$ cat src/hdl/sis_pkg.sv
// Shared types and constants for the kinetic scroll step core.
// No dependencies; every other file but sis_chk refers to it by scoped name.
package sis_pkg;

    localparam int WORD_W    = 32;
    localparam int KIND_W    = 3;
    localparam int FT_W      = 20;
    localparam int CFG_IDX_W = 3;
    localparam int SF_W      = 31;
    localparam int COEF_W    = 16;
    localparam int DRAG_W    = 32;
    localparam int RATE_W    = 16;

    // Internal datapath: wide enough for any position sum or Q2.14 product
    localparam int WIDE_W  = 54;
    localparam int Q_FRAC  = 14;
    localparam int MUL_C_W = 18;
    localparam int MUL_H_W = 24;
    localparam int MUL_X_W = MUL_H_W + 1;
    localparam int MUL_Y_W = MUL_C_W + 1;
    localparam int PROD_W  = MUL_X_W + MUL_Y_W;
    localparam int SUM_W   = WIDE_W + Q_FRAC;

    typedef logic signed [WIDE_W-1:0] t_wide;

    localparam t_wide MUL_LIM = 54'sh0_4000_0000_0000;
    localparam logic [Q_FRAC-1:0] Q_HALF = 14'd8192;

    // frame ratio = floor(us * 3072 / 3125) via reciprocal, exact for us <= 50000
    localparam int RATE_SHIFT = 28;
    localparam logic [RATE_SHIFT-1:0] RATE_K      = 28'd263882791;
    localparam logic [RATE_W-1:0]     RATE_US_MAX = 16'd50000;
    localparam logic [RATE_W-1:0]     RATE_MAX    = 16'd49152;

    localparam logic [SF_W-1:0]   SF_RESET   = 31'd2560;
    localparam logic [COEF_W-1:0] EDGE_RESET = 16'd8192;
    localparam logic [COEF_W-1:0] PULL_RESET = 16'd4096;
    localparam logic [COEF_W-1:0] DYN_RESET  = 16'd15565;

    typedef enum logic [KIND_W-1:0] {
        KIND_TOUCH   = 3'd0,
        KIND_RELEASE = 3'd1,
        KIND_DRAG    = 3'd2,
        KIND_MOVE_TO = 3'd3,
        KIND_UPDATE  = 3'd4
    } t_kind;

    typedef enum logic [CFG_IDX_W-1:0] {
        CFG_MIN_POS     = 3'd0,
        CFG_MAX_POS     = 3'd1,
        CFG_STATIC_FRIC = 3'd2,
        CFG_EDGE_ATT    = 3'd3,
        CFG_PULL_BACK   = 3'd4,
        CFG_DYN_FRIC    = 3'd5
    } t_cfg_idx;

    typedef struct packed {
        logic signed [WORD_W-1:0] min_pos;
        logic signed [WORD_W-1:0] max_pos;
        logic [SF_W-1:0]          static_fric;
        logic [COEF_W-1:0]        edge_att;
        logic [COEF_W-1:0]        pull_back;
        logic [COEF_W-1:0]        dyn_fric;
    } t_cfg;

    typedef struct packed {
        logic               start;
        t_wide              a;
        logic [MUL_C_W-1:0] c;
    } t_mul_req;

    typedef struct packed {
        logic  done;
        t_wide res;
    } t_mul_rsp;

endpackage

$ cat src/hdl/sis_if.sv
// Valid/ready channel interfaces: event input, result output, register writes.
// Depends on sis_pkg for field widths.
interface sis_in_if;
    logic                               valid;
    logic                               ready;
    logic [sis_pkg::KIND_W-1:0]         kind;
    logic signed [sis_pkg::WORD_W-1:0]  value;
    logic [sis_pkg::FT_W-1:0]           frame_time;

    modport source (output valid, kind, value, frame_time, input ready);
    modport sink   (input valid, kind, value, frame_time, output ready);
endinterface

interface sis_out_if;
    logic                               valid;
    logic                               ready;
    logic signed [sis_pkg::WORD_W-1:0]  position;
    logic signed [sis_pkg::WORD_W-1:0]  speed;
    logic                               touching;

    modport source (output valid, position, speed, touching, input ready);
    modport sink   (input valid, position, speed, touching, output ready);
endinterface

interface sis_cfg_if;
    logic                               valid;
    logic                               ready;
    logic [sis_pkg::CFG_IDX_W-1:0]      index;
    logic [sis_pkg::WORD_W-1:0]         data;

    modport source (output valid, index, data, input ready);
    modport sink   (input valid, index, data, output ready);
endinterface

$ cat src/hdl/sis_cfg.sv
// Configuration register file: bounds, static friction and Q2.14 coefficients.
// Depends on sis_pkg and sis_cfg_if.
module sis_cfg (
    input  logic            i_clk,
    input  logic            i_rst_n,
    sis_cfg_if.sink         i_cfg,
    output sis_pkg::t_cfg   o_cfg
);

    sis_pkg::t_cfg r_cfg;
    sis_pkg::t_cfg n_cfg;

    assign i_cfg.ready = 1'b1;
    assign o_cfg       = r_cfg;

    always_comb begin
        n_cfg = r_cfg;
        if (i_cfg.valid) begin
            unique case (i_cfg.index)
                sis_pkg::CFG_MIN_POS:     n_cfg.min_pos     = i_cfg.data;
                sis_pkg::CFG_MAX_POS:     n_cfg.max_pos     = i_cfg.data;
                sis_pkg::CFG_STATIC_FRIC: n_cfg.static_fric = i_cfg.data[sis_pkg::SF_W-1:0];
                sis_pkg::CFG_EDGE_ATT:    n_cfg.edge_att    = i_cfg.data[sis_pkg::COEF_W-1:0];
                sis_pkg::CFG_PULL_BACK:   n_cfg.pull_back   = i_cfg.data[sis_pkg::COEF_W-1:0];
                sis_pkg::CFG_DYN_FRIC:    n_cfg.dyn_fric    = i_cfg.data[sis_pkg::COEF_W-1:0];
                default:                  n_cfg = r_cfg;
            endcase
        end
    end

    always_ff @(posedge i_clk) begin
        if (!i_rst_n) begin
            r_cfg.min_pos     <= '0;
            r_cfg.max_pos     <= '0;
            r_cfg.static_fric <= sis_pkg::SF_RESET;
            r_cfg.edge_att    <= sis_pkg::EDGE_RESET;
            r_cfg.pull_back   <= sis_pkg::PULL_RESET;
            r_cfg.dyn_fric    <= sis_pkg::DYN_RESET;
        end else begin
            r_cfg <= n_cfg;
        end
    end

endmodule

$ cat src/hdl/sis_mul.sv
// Shared Q2.14 multiplier: clamps the multiplicand to +-2^46, then one 25x19
// multiplier forms the high partial product, then the low one. Uses sis_pkg.
module sis_mul (
    input  logic                i_clk,
    input  logic                i_rst_n,
    input  sis_pkg::t_mul_req   i_req,
    output sis_pkg::t_mul_rsp   o_rsp
);

    sis_pkg::t_wide                         a_cl;
    logic signed [sis_pkg::MUL_H_W-1:0]     r_a_hi;
    logic [sis_pkg::MUL_H_W-1:0]            r_a_lo;
    logic [sis_pkg::MUL_C_W-1:0]            r_c;
    logic signed [sis_pkg::PROD_W-1:0]      r_acc;
    sis_pkg::t_wide                         r_res;
    logic                                   r_ph_hi;
    logic                                   r_ph_lo;
    logic                                   r_done;

    logic signed [sis_pkg::MUL_X_W-1:0]     mul_x;
    logic signed [sis_pkg::MUL_Y_W-1:0]     mul_y;
    logic signed [sis_pkg::PROD_W-1:0]      prod;
    logic signed [sis_pkg::SUM_W-1:0]       sum;

    always_comb begin
        if (i_req.a > sis_pkg::MUL_LIM) begin
            a_cl = sis_pkg::MUL_LIM;
        end else if (i_req.a < -sis_pkg::MUL_LIM) begin
            a_cl = -sis_pkg::MUL_LIM;
        end else begin
            a_cl = i_req.a;
        end
    end

    assign mul_x = r_ph_hi ? {r_a_hi[sis_pkg::MUL_H_W-1], r_a_hi} : {1'b0, r_a_lo};
    assign mul_y = {1'b0, r_c};
    assign prod  = mul_x * mul_y;
    // round to nearest, ties up: add half then floor by arithmetic shift
    assign sum   = (sis_pkg::SUM_W'(r_acc) <<< sis_pkg::MUL_H_W) + sis_pkg::SUM_W'(prod)
                 + sis_pkg::SUM_W'(sis_pkg::Q_HALF);

    assign o_rsp.done = r_done;
    assign o_rsp.res  = r_res;

    always_ff @(posedge i_clk) begin
        if (i_req.start) begin
            r_a_hi <= a_cl[2*sis_pkg::MUL_H_W-1:sis_pkg::MUL_H_W];
            r_a_lo <= a_cl[sis_pkg::MUL_H_W-1:0];
            r_c    <= i_req.c;
        end
        if (r_ph_hi) begin
            r_acc <= prod;
        end
        if (r_ph_lo) begin
            r_res <= sum[sis_pkg::SUM_W-1:sis_pkg::Q_FRAC];
        end
    end

    always_ff @(posedge i_clk) begin
        if (!i_rst_n) begin
            r_ph_hi <= 1'b0;
            r_ph_lo <= 1'b0;
            r_done  <= 1'b0;
        end else begin
            r_ph_hi <= i_req.start;
            r_ph_lo <= r_ph_hi;
            r_done  <= r_ph_lo;
        end
    end

endmodule

$ cat src/hdl/scroll_inertia_step_core.sv
// Kinetic scroll step core: event sequencer, scroll state and result register.
// Depends on sis_pkg, sis_if, sis_cfg and sis_mul.
//
//  channel  | dir | handshake     | word
//  i_in     | in  | valid/ready   | kind, value, frame_time
//  o_out    | out | valid/ready   | position, speed, touching
//  i_cfg    | in  | valid/ready   | index, data (always ready)
//
// One event at a time. Touch, release, drag, move-to, a held update without
// attenuation and a released update that just stops need no product; a held
// update with edge attenuation takes one product in the shared multiplier, and
// a released update that springs back or coasts takes a ratio step, then three
// products there. Synchronous reset zeroes state and loads register defaults, no
// clearing pass. A finished word waits in the result register; the core holds
// the next result until the waiting word is taken.
module scroll_inertia_step_core #(
    parameter int POS_WIDTH = 32,
    parameter int FRAC_BITS = 8
) (
    input  logic        i_clk,
    input  logic        i_rst_n,
    sis_in_if.sink      i_in,
    sis_out_if.source   o_out,
    sis_cfg_if.sink     i_cfg
);

    typedef enum logic [4:0] {
        S_IDLE = 5'b00001,
        S_EXEC = 5'b00010,
        S_RATE = 5'b00100,
        S_MUL  = 5'b01000,
        S_DONE = 5'b10000
    } t_state;

    typedef enum logic [2:0] {
        STEP_A = 3'b001,
        STEP_B = 3'b010,
        STEP_C = 3'b100
    } t_step;

    localparam sis_pkg::t_wide POS_HI =
        (sis_pkg::t_wide'(1) <<< (POS_WIDTH - 1)) - sis_pkg::t_wide'(1);
    localparam sis_pkg::t_wide POS_LO = -POS_HI - sis_pkg::t_wide'(1);
    localparam sis_pkg::t_wide HALF   = sis_pkg::t_wide'(1) <<< (FRAC_BITS - 1);

    function automatic sis_pkg::t_wide sat_pos(input sis_pkg::t_wide v);
        if (v > POS_HI) begin
            return POS_HI;
        end else if (v < POS_LO) begin
            return POS_LO;
        end
        return v;
    endfunction

    sis_pkg::t_cfg      cfg;
    sis_pkg::t_mul_req  mul_req;
    sis_pkg::t_mul_rsp  mul_rsp;

    t_state r_state, n_state;
    t_step  r_step, n_step;

    logic signed [POS_WIDTH-1:0]            r_pos, n_pos;
    logic signed [POS_WIDTH-1:0]            r_speed, n_speed;
    logic signed [POS_WIDTH-1:0]            r_prev, n_prev;
    logic [sis_pkg::DRAG_W-1:0]             r_drag, n_drag;
    logic                                   r_held, n_held;

    logic [sis_pkg::KIND_W-1:0]             r_kind, n_kind;
    logic signed [sis_pkg::WORD_W-1:0]      r_val, n_val;
    logic [sis_pkg::FT_W-1:0]               r_ft, n_ft;
    logic [sis_pkg::RATE_W-1:0]             r_rate, n_rate;

    logic                                   r_out_valid, n_out_valid;
    logic signed [sis_pkg::WORD_W-1:0]      r_o_pos, n_o_pos;
    logic signed [sis_pkg::WORD_W-1:0]      r_o_speed, n_o_speed;
    logic                                   r_o_touch, n_o_touch;

    sis_pkg::t_wide pos_w, speed_w, val_w, min_w, max_w, bound_w, diff_w;
    sis_pkg::t_wide drag_speed, drag_pos, move_pos, held_pos;
    sis_pkg::t_wide m_sat, att_pos, coast_pos;
    logic           below, above, oob, coast;
    logic [sis_pkg::DRAG_W:0]               mag, drag_sum;
    logic [sis_pkg::DRAG_W-1:0]             drag_next;
    logic [sis_pkg::RATE_W+sis_pkg::RATE_SHIFT-1:0] rate_prod;
    logic [sis_pkg::RATE_W-1:0]             rate_val;
    logic [sis_pkg::MUL_C_W-1:0]            rate_c;

    sis_cfg u_cfg (
        .i_clk   (i_clk),
        .i_rst_n (i_rst_n),
        .i_cfg   (i_cfg),
        .o_cfg   (cfg)
    );

    sis_mul u_mul (
        .i_clk   (i_clk),
        .i_rst_n (i_rst_n),
        .i_req   (mul_req),
        .o_rsp   (mul_rsp)
    );

    assign pos_w   = sis_pkg::t_wide'(r_pos);
    assign speed_w = sis_pkg::t_wide'(r_speed);
    assign val_w   = sis_pkg::t_wide'(r_val);
    assign min_w   = sis_pkg::t_wide'(cfg.min_pos);
    assign max_w   = sis_pkg::t_wide'(cfg.max_pos);

    // below-min wins when the bounds are crossed
    assign below   = pos_w < min_w;
    assign above   = pos_w > max_w;
    assign oob     = below || above;
    assign bound_w = below ? min_w : max_w;
    assign diff_w  = bound_w - pos_w;
    assign coast   = (speed_w >= HALF) || (speed_w <= -HALF);

    assign mag       = r_val[sis_pkg::WORD_W-1] ?
                       ((sis_pkg::DRAG_W+1)'(0) - (sis_pkg::DRAG_W+1)'(val_w)) :
                       (sis_pkg::DRAG_W+1)'(val_w);
    assign drag_sum  = {1'b0, r_drag} + mag;
    assign drag_next = drag_sum[sis_pkg::DRAG_W] ? '1 : drag_sum[sis_pkg::DRAG_W-1:0];

    assign rate_prod = r_ft[sis_pkg::RATE_W-1:0] * sis_pkg::RATE_K;
    assign rate_val  = (r_ft > sis_pkg::FT_W'(sis_pkg::RATE_US_MAX)) ? sis_pkg::RATE_MAX :
                       rate_prod[sis_pkg::RATE_W+sis_pkg::RATE_SHIFT-1:sis_pkg::RATE_SHIFT];
    assign rate_c    = sis_pkg::MUL_C_W'(r_rate);

    assign drag_speed = sat_pos(speed_w + val_w);
    assign drag_pos   = sat_pos(pos_w + val_w);
    assign move_pos   = sat_pos(val_w);
    assign held_pos   = sat_pos(pos_w + speed_w);
    assign m_sat      = sat_pos(mul_rsp.res);
    assign att_pos    = sat_pos(pos_w + m_sat);
    assign coast_pos  = sat_pos(pos_w + mul_rsp.res);

    assign i_in.ready     = (r_state == S_IDLE);
    assign o_out.valid    = r_out_valid;
    assign o_out.position = r_o_pos;
    assign o_out.speed    = r_o_speed;
    assign o_out.touching = r_o_touch;

    always_comb begin
        n_state     = r_state;
        n_step      = r_step;
        n_pos       = r_pos;
        n_speed     = r_speed;
        n_prev      = r_prev;
        n_drag      = r_drag;
        n_held      = r_held;
        n_kind      = r_kind;
        n_val       = r_val;
        n_ft        = r_ft;
        n_rate      = r_rate;
        n_out_valid = r_out_valid;
        n_o_pos     = r_o_pos;
        n_o_speed   = r_o_speed;
        n_o_touch   = r_o_touch;
        mul_req     = '0;

        if (r_out_valid && o_out.ready) begin
            n_out_valid = 1'b0;
        end

        unique case (r_state)
            S_IDLE: begin
                if (i_in.valid) begin
                    n_kind  = i_in.kind;
                    n_val   = i_in.value;
                    n_ft    = i_in.frame_time;
                    n_state = S_EXEC;
                end
            end
            S_EXEC: begin
                n_state = S_DONE;
                unique case (r_kind)
                    sis_pkg::KIND_TOUCH: begin
                        n_held  = 1'b1;
                        n_speed = '0;
                        n_prev  = '0;
                        n_drag  = '0;
                    end
                    sis_pkg::KIND_RELEASE: begin
                        n_held  = 1'b0;
                        n_speed = r_prev;
                        n_drag  = '0;
                    end
                    sis_pkg::KIND_DRAG: begin
                        if (r_held) begin
                            n_speed = drag_speed[POS_WIDTH-1:0];
                            n_drag  = drag_next;
                        end else begin
                            n_pos = drag_pos[POS_WIDTH-1:0];
                        end
                    end
                    sis_pkg::KIND_MOVE_TO: begin
                        n_pos   = move_pos[POS_WIDTH-1:0];
                        n_speed = '0;
                        n_prev  = '0;
                    end
                    sis_pkg::KIND_UPDATE: begin
                        if (r_held) begin
                            if (r_drag >= {1'b0, cfg.static_fric}) begin
                                if (oob) begin
                                    mul_req.start = 1'b1;
                                    mul_req.a     = speed_w;
                                    mul_req.c     = sis_pkg::MUL_C_W'(cfg.edge_att);
                                    n_state       = S_MUL;
                                end else begin
                                    n_pos   = held_pos[POS_WIDTH-1:0];
                                    n_prev  = r_speed;
                                    n_speed = '0;
                                end
                            end else begin
                                n_prev = '0;
                            end
                        end else begin
                            n_prev = r_speed;
                            n_rate = rate_val;
                            if (oob || coast) begin
                                n_state = S_RATE;
                            end else begin
                                n_speed = '0;
                            end
                        end
                    end
                    default: n_state = S_DONE;
                endcase
            end
            S_RATE: begin
                mul_req.start = 1'b1;
                if (oob) begin
                    mul_req.a = diff_w;
                    mul_req.c = sis_pkg::MUL_C_W'(cfg.pull_back);
                end else begin
                    mul_req.a = sis_pkg::t_wide'(r_rate);
                    mul_req.c = sis_pkg::MUL_C_W'(cfg.dyn_fric);
                end
                n_step  = STEP_A;
                n_state = S_MUL;
            end
            S_MUL: begin
                if (mul_rsp.done) begin
                    if (r_held) begin
                        // attenuated touch movement
                        n_pos   = att_pos[POS_WIDTH-1:0];
                        n_prev  = m_sat[POS_WIDTH-1:0];
                        n_speed = '0;
                        n_state = S_DONE;
                    end else begin
                        unique case (r_step)
                            STEP_A: begin
                                mul_req.start = 1'b1;
                                if (oob) begin
                                    mul_req.a = mul_rsp.res;
                                    mul_req.c = rate_c;
                                end else begin
                                    mul_req.a = speed_w;
                                    mul_req.c = mul_rsp.res[sis_pkg::MUL_C_W-1:0];
                                end
                                n_step = STEP_B;
                            end
                            STEP_B: begin
                                n_speed       = m_sat[POS_WIDTH-1:0];
                                mul_req.start = 1'b1;
                                mul_req.a     = m_sat;
                                mul_req.c     = rate_c;
                                n_step        = STEP_C;
                            end
                            STEP_C: begin
                                n_pos   = coast_pos[POS_WIDTH-1:0];
                                n_state = S_DONE;
                            end
                            default: n_state = S_DONE;
                        endcase
                    end
                end
            end
            S_DONE: begin
                if (!r_out_valid || o_out.ready) begin
                    n_o_pos     = pos_w[sis_pkg::WORD_W-1:0];
                    n_o_speed   = speed_w[sis_pkg::WORD_W-1:0];
                    n_o_touch   = r_held;
                    n_out_valid = 1'b1;
                    n_state     = S_IDLE;
                end
            end
            default: n_state = S_IDLE;
        endcase
    end

    always_ff @(posedge i_clk) begin
        if (!i_rst_n) begin
            r_state     <= S_IDLE;
            r_step      <= STEP_A;
            r_pos       <= '0;
            r_speed     <= '0;
            r_prev      <= '0;
            r_drag      <= '0;
            r_held      <= 1'b0;
            r_out_valid <= 1'b0;
        end else begin
            r_state     <= n_state;
            r_step      <= n_step;
            r_pos       <= n_pos;
            r_speed     <= n_speed;
            r_prev      <= n_prev;
            r_drag      <= n_drag;
            r_held      <= n_held;
            r_out_valid <= n_out_valid;
        end
    end

    always_ff @(posedge i_clk) begin
        r_kind    <= n_kind;
        r_val     <= n_val;
        r_ft      <= n_ft;
        r_rate    <= n_rate;
        r_o_pos   <= n_o_pos;
        r_o_speed <= n_o_speed;
        r_o_touch <= n_o_touch;
    end

endmodule

$ cat src/flat_wrapper.sv
// flat-port wrapper written by rule: the top's interface ports become plain ports
module scroll_inertia_step_core_flat 
#(
    parameter int POS_WIDTH = 32,
    parameter int FRAC_BITS = 8
)
  (i_clk, i_rst_n, i_in_valid, i_in_kind, i_in_value, i_in_frame_time, i_in_ready, o_out_valid, o_out_position, o_out_speed, o_out_touching, o_out_ready, i_cfg_valid, i_cfg_index, i_cfg_data, i_cfg_ready);
  sis_in_if i_in_i ();
  sis_out_if o_out_i ();
  sis_cfg_if i_cfg_i ();
  input  logic i_clk;
  input  logic i_rst_n;
  input wire logic [$bits(i_in_i.valid)-1:0] i_in_valid;
  input wire logic [$bits(i_in_i.kind)-1:0] i_in_kind;
  input wire logic [$bits(i_in_i.value)-1:0] i_in_value;
  input wire logic [$bits(i_in_i.frame_time)-1:0] i_in_frame_time;
  output wire logic [$bits(i_in_i.ready)-1:0] i_in_ready;
  output wire logic [$bits(o_out_i.valid)-1:0] o_out_valid;
  output wire logic [$bits(o_out_i.position)-1:0] o_out_position;
  output wire logic [$bits(o_out_i.speed)-1:0] o_out_speed;
  output wire logic [$bits(o_out_i.touching)-1:0] o_out_touching;
  input wire logic [$bits(o_out_i.ready)-1:0] o_out_ready;
  input wire logic [$bits(i_cfg_i.valid)-1:0] i_cfg_valid;
  input wire logic [$bits(i_cfg_i.index)-1:0] i_cfg_index;
  input wire logic [$bits(i_cfg_i.data)-1:0] i_cfg_data;
  output wire logic [$bits(i_cfg_i.ready)-1:0] i_cfg_ready;
  assign i_in_i.valid = i_in_valid;
  assign i_in_i.kind = i_in_kind;
  assign i_in_i.value = i_in_value;
  assign i_in_i.frame_time = i_in_frame_time;
  assign i_in_ready = i_in_i.ready;
  assign o_out_valid = o_out_i.valid;
  assign o_out_position = o_out_i.position;
  assign o_out_speed = o_out_i.speed;
  assign o_out_touching = o_out_i.touching;
  assign o_out_i.ready = o_out_ready;
  assign i_cfg_i.valid = i_cfg_valid;
  assign i_cfg_i.index = i_cfg_index;
  assign i_cfg_i.data = i_cfg_data;
  assign i_cfg_ready = i_cfg_i.ready;
  scroll_inertia_step_core #(.POS_WIDTH(POS_WIDTH), .FRAC_BITS(FRAC_BITS)) u_core (.i_clk(i_clk), .i_rst_n(i_rst_n), .i_in(i_in_i), .o_out(o_out_i), .i_cfg(i_cfg_i));
endmodule
$ cat config.mk
export PLATFORM = sky130hd
export DESIGN_NAME = scroll_inertia_step_core_flat
export DESIGN_NICKNAME = d
export VERILOG_FILES = /design/src/hdl/sis_pkg.sv /design/src/hdl/sis_if.sv /design/src/hdl/sis_cfg.sv /design/src/hdl/sis_mul.sv /design/src/hdl/scroll_inertia_step_core.sv /design/src/flat_wrapper.sv
export SDC_FILE = /design/constraint.sdc
export NUM_CORES = 2
export LEC_CHECK = 0
export BUFFER_PORTS_ARGS = -buffer_cell sky130_fd_sc_hd__buf_4
export CORE_ASPECT_RATIO = 1.25
export CORE_UTILIZATION = 60
export CTS_BUF_LIST = sky130_fd_sc_hd__clkbuf_2
export CTS_CLUSTER_DIAMETER = 150
export CTS_CLUSTER_SIZE = 25
export DETAILED_ROUTE_END_ITERATION = 8
export PLACE_DENSITY = 0.83
export SLEW_MARGIN = 20
export SYNTH_ARGS = -nofsm -noshare
export SYNTH_HDL_FRONTEND = slang
export SYNTH_SLANG_ARGS = --single-unit
$ cat constraint.sdc
create_clock -name i_clk -period 16 [get_ports i_clk]
set_input_delay 0.8 -clock i_clk [delete_from_list [all_inputs] [get_ports i_clk]]
set_output_delay 0.8 -clock i_clk [all_outputs]
set_load 0.01 [all_outputs]
==> flow_summary.ini <==
[run_status]
status = complete, no violations

[clocking]
clock_latency_ns = 1.54
clock_path_buffers = 3
cts_sinks = 584
root_buffer = clkbuf_2
postCtsSetupBuffers = 0
cts_max_level = 1
cts_tree = done
clk_pin_slew_ns = 0.63
cts-buffers-inserted = 27

[synthesis]
synthDominantCellAreaShare_pct = 17.55
synth_edf_count = 300
ys_types = 107
yosys-top-cells-count = inv_1, nand2_1, ha_1
yosysSeqAreaShare_pct = 21.95
synth.most_common_cell = inv_1
synth_area_leader_cell = fa_1
ys_async_sr_fraction_pct = 0
synth-seq-cells = 584
yosys_warnings = 0
syn-cell-area_mm2 = 0.06695
synthesis.nets = 9059
syn_avg_cell_area_um2 = 8.724
ys.flop_type = edfxtp_1
synthTopCellsByArea = fa_1, edfxtp_1, ha_1
synth_cells = 7674

[worst_hold_path]
min_path_type = in -> reg
hold_path_startpoint = i_cfg_data[4]

[power]
seq_power_share_pct = 29.8
p_clk_share_pct = 9.9
switchingPower_mw = 2.566
power_frac_comb_pct = 60.3
leakage_nw = 32.31
p_per_area_mw_per_mm2 = 80.22
ir_worst_vdd_mv = 0.1700
internal-power_mw = 3.138
swShare_pct = 44.99

[detailed_routing]
wl_um = 229300
vias = 60730
antenna_left = 0
drt_iter0_drc = 6979
vias_per_cell = 6.578
wl_per_cell_um = 24.84
drc_errors = 0
dr.pass1.iters = 8

[finish]
final_nets = 9137
area_growth_syn_to_layout_pct = 6.199
drive_gt1_share_pct = 5.766

[sta]
worst_hold_slack_ns = 0.05111
tightest_slew_ns = 1.403
fin_skew_ns = 0.2018
timing.fmax_mhz = 82.76
fin_crit_sh_pct = 75.52
period_minus_slack_ns = 12.08
setup_viol_count_final = 0
relSlewSlack_pct = 4.992
fin_tns_setup_ns = 0
grt_setup_unrepaired = false
drv_slew = 0
hold_violations = 0

[grt]
grtUsageTotal_pct = 40.35
antenna_found_initial = 18
gr-total-overflow = 0
grt_pass1_wl_um = 349800
grt_pass1_vias = 60090
grt_max_degree = 83

[critical_path]
cpMostUsedCell = fa_1
cp-end-kind = register
r2r-start = u_core.u_mul.r_ph_hi
crit_fanout = 54
max_stage_delay_ns = 0.59
path_class = reg -> reg
crit_required_ns = 17.16
cpMaxStageDelayCell = mux2_2
crit_arrival_ns = 13.24
crit_start = u_core.u_mul.r_ph_hi
start_kind = register

[flow_run]
maxCapViolCount = 0

[floorplanning]
io_pins = 163
start_util_pct = 60.72
core_mm2 = 0.1103
dieHeight_um = 375.5
chipWidth_um = 300.8
fp-row-count = 136
dieArea_mm2 = 0.1129

[placement]
portBuffers = 161
place_hpwl_um = 176800
gp_congestion = 1.128
-- layer usage --
layer / share of wire, % / vias up / track usage, %
li1: - / 26790 / -
met1: 36 / 29010 / 49.03
met2: 45 / 3747 / 63.04
met3: 11 / 1156 / 9.917
met4: 8.6 / 18 / 27.43
met5: 0.10 / - / 0.7792
-- sequential cells by signal, indices dropped and copies added (netlist names), 18 cells and up --
name,count
u_core.o_out.position,32
u_core.o_out.speed,32
u_core.r_drag,32
u_core.r_ft,20
u_core.r_pos,32
u_core.r_prev,32
u_core.r_speed,32
u_core.r_val,32
u_core.u_cfg.o_cfg,143
u_core.u_mul.r_a_hi,24
u_core.u_mul.r_a_lo,24
u_core.u_mul.r_acc,44
u_core.u_mul.r_c,18
u_core.u_mul.r_res,54
-- stage by stage --
| stage | instance area, um^2 | worst slack [ns] | cells | power, mW | util (%) |
|---|---|---|---|---|---|
| after global routing | 71070 | 3.340 | 9220 | 6.097 | 64.46 |
| after global placement | 69620 | 4.431 | 9053 | 4.900 | 63.14 |
| final | 71100 | 3.916 | 9231 | 5.704 | 64.48 |
| after floorplan | 66950 | 3.758 | 7674 | 4.151 | - |
| after CTS | 71070 | 4.116 | 9219 | 5.611 | 64.45 |
| after detailed placement | 69640 | 4.194 | 9054 | 5.018 | 63.16 |
-- power groups by stage --
stage	Clock (mW)	Combinational (mW)	Sequential, mW
2_1_floorplan	0	2.46	1.69
3_3_place_gp	0	3.19	1.71
3_5_place_dp	0	3.30	1.72
4_1_cts	0.560	3.36	1.69
5_1_grt	0.603	3.80	1.70
6_report	0.565	3.44	1.70
-- worst max-delay path: cells and delay by family (launching register included) --
family / cells / cell delay (ns)
compound gates: 17 / 4.23
xor+xnor: 2 / 0.31
fa+ha+maj: 8 / 3.83
buf+inv: 5 / 0.73
flops: 1 / 0.41
mux: 1 / 0.59
simple gates: 6 / 1.64
-- placed cells by master, fill, tap and decap left out, drive strengths merged, types with 26 or more instances in the layout --
master,instances
inv,897
nand2,817
ha,703
a21oi,624
fa,587
nor2,395
o21ai,377
edfxtp,300
and2,299
dfxtp,284
buf,269
xnor2,246
a21o,228
nand3,120
dlygate4sd3,118
xor2,94
nor3,87
nand4,86
a211oi,80
nor2b,76
a22oi,72
o21a,68
and3,64
a31oi,61
nand2b,59
o21bai,54
o211ai,45
or3,44
clkbuf,44
a222oi,40
or2,37
o31ai,36
o2111ai,34
nor4,32
mux2,29
a21boi,27
o311ai,26
-- layout make-up --
cell class | instances | area (um^2)
sequential | 584 | 14700
clock inverter | 3 | 23.77
fill | 9006 | 39170
multi-input combinational | 5858 | 47750
inverter | 894 | 3361
clock buffer | 44 | 220.2
tap | 1449 | 1813
timing repair buffer | 387 | 3208
antenna | 12 | 30.03
-- final timing paths --
check                                               end  slack [ns]  depth (start not counted)
worst max register to register   u_core.u_mul.r_res[50]        3.92                         39
worst min-delay path             u_core.u_cfg.o_cfg[36]        0.05                          4
worst min register to register  u_core.u_cfg.o_cfg[136]        0.47                          2
worst max-delay path             u_core.u_mul.r_res[50]        3.92                         39
-- timing repair --
| item | 4_1_cts | 5_1_grt |
|---|---|---|
| hold buffers | 118 | 0 |
| resized for setup | 0 | 0 |
| endpoints found under the hold margin | 260 | 0 |
-- cells by family (layout without fill, tap and decap cells) --
logic type	count (synthesis)	count (layout)	share of synthesized area (%)
AO/OA/AOI/OAI	1987	1987	19.32
flip-flops	584	584	21.95
buffers and inverters	1232	1328	6.971
other	1	13	0.005601
AND/OR/NAND/NOR	2192	2192	15.83
XOR/XNOR	340	340	4.448
adder cells (fa/ha/maj)	1290	1290	30.69
multiplexers	48	48	0.7905
(Power assumes the default switching activity.)
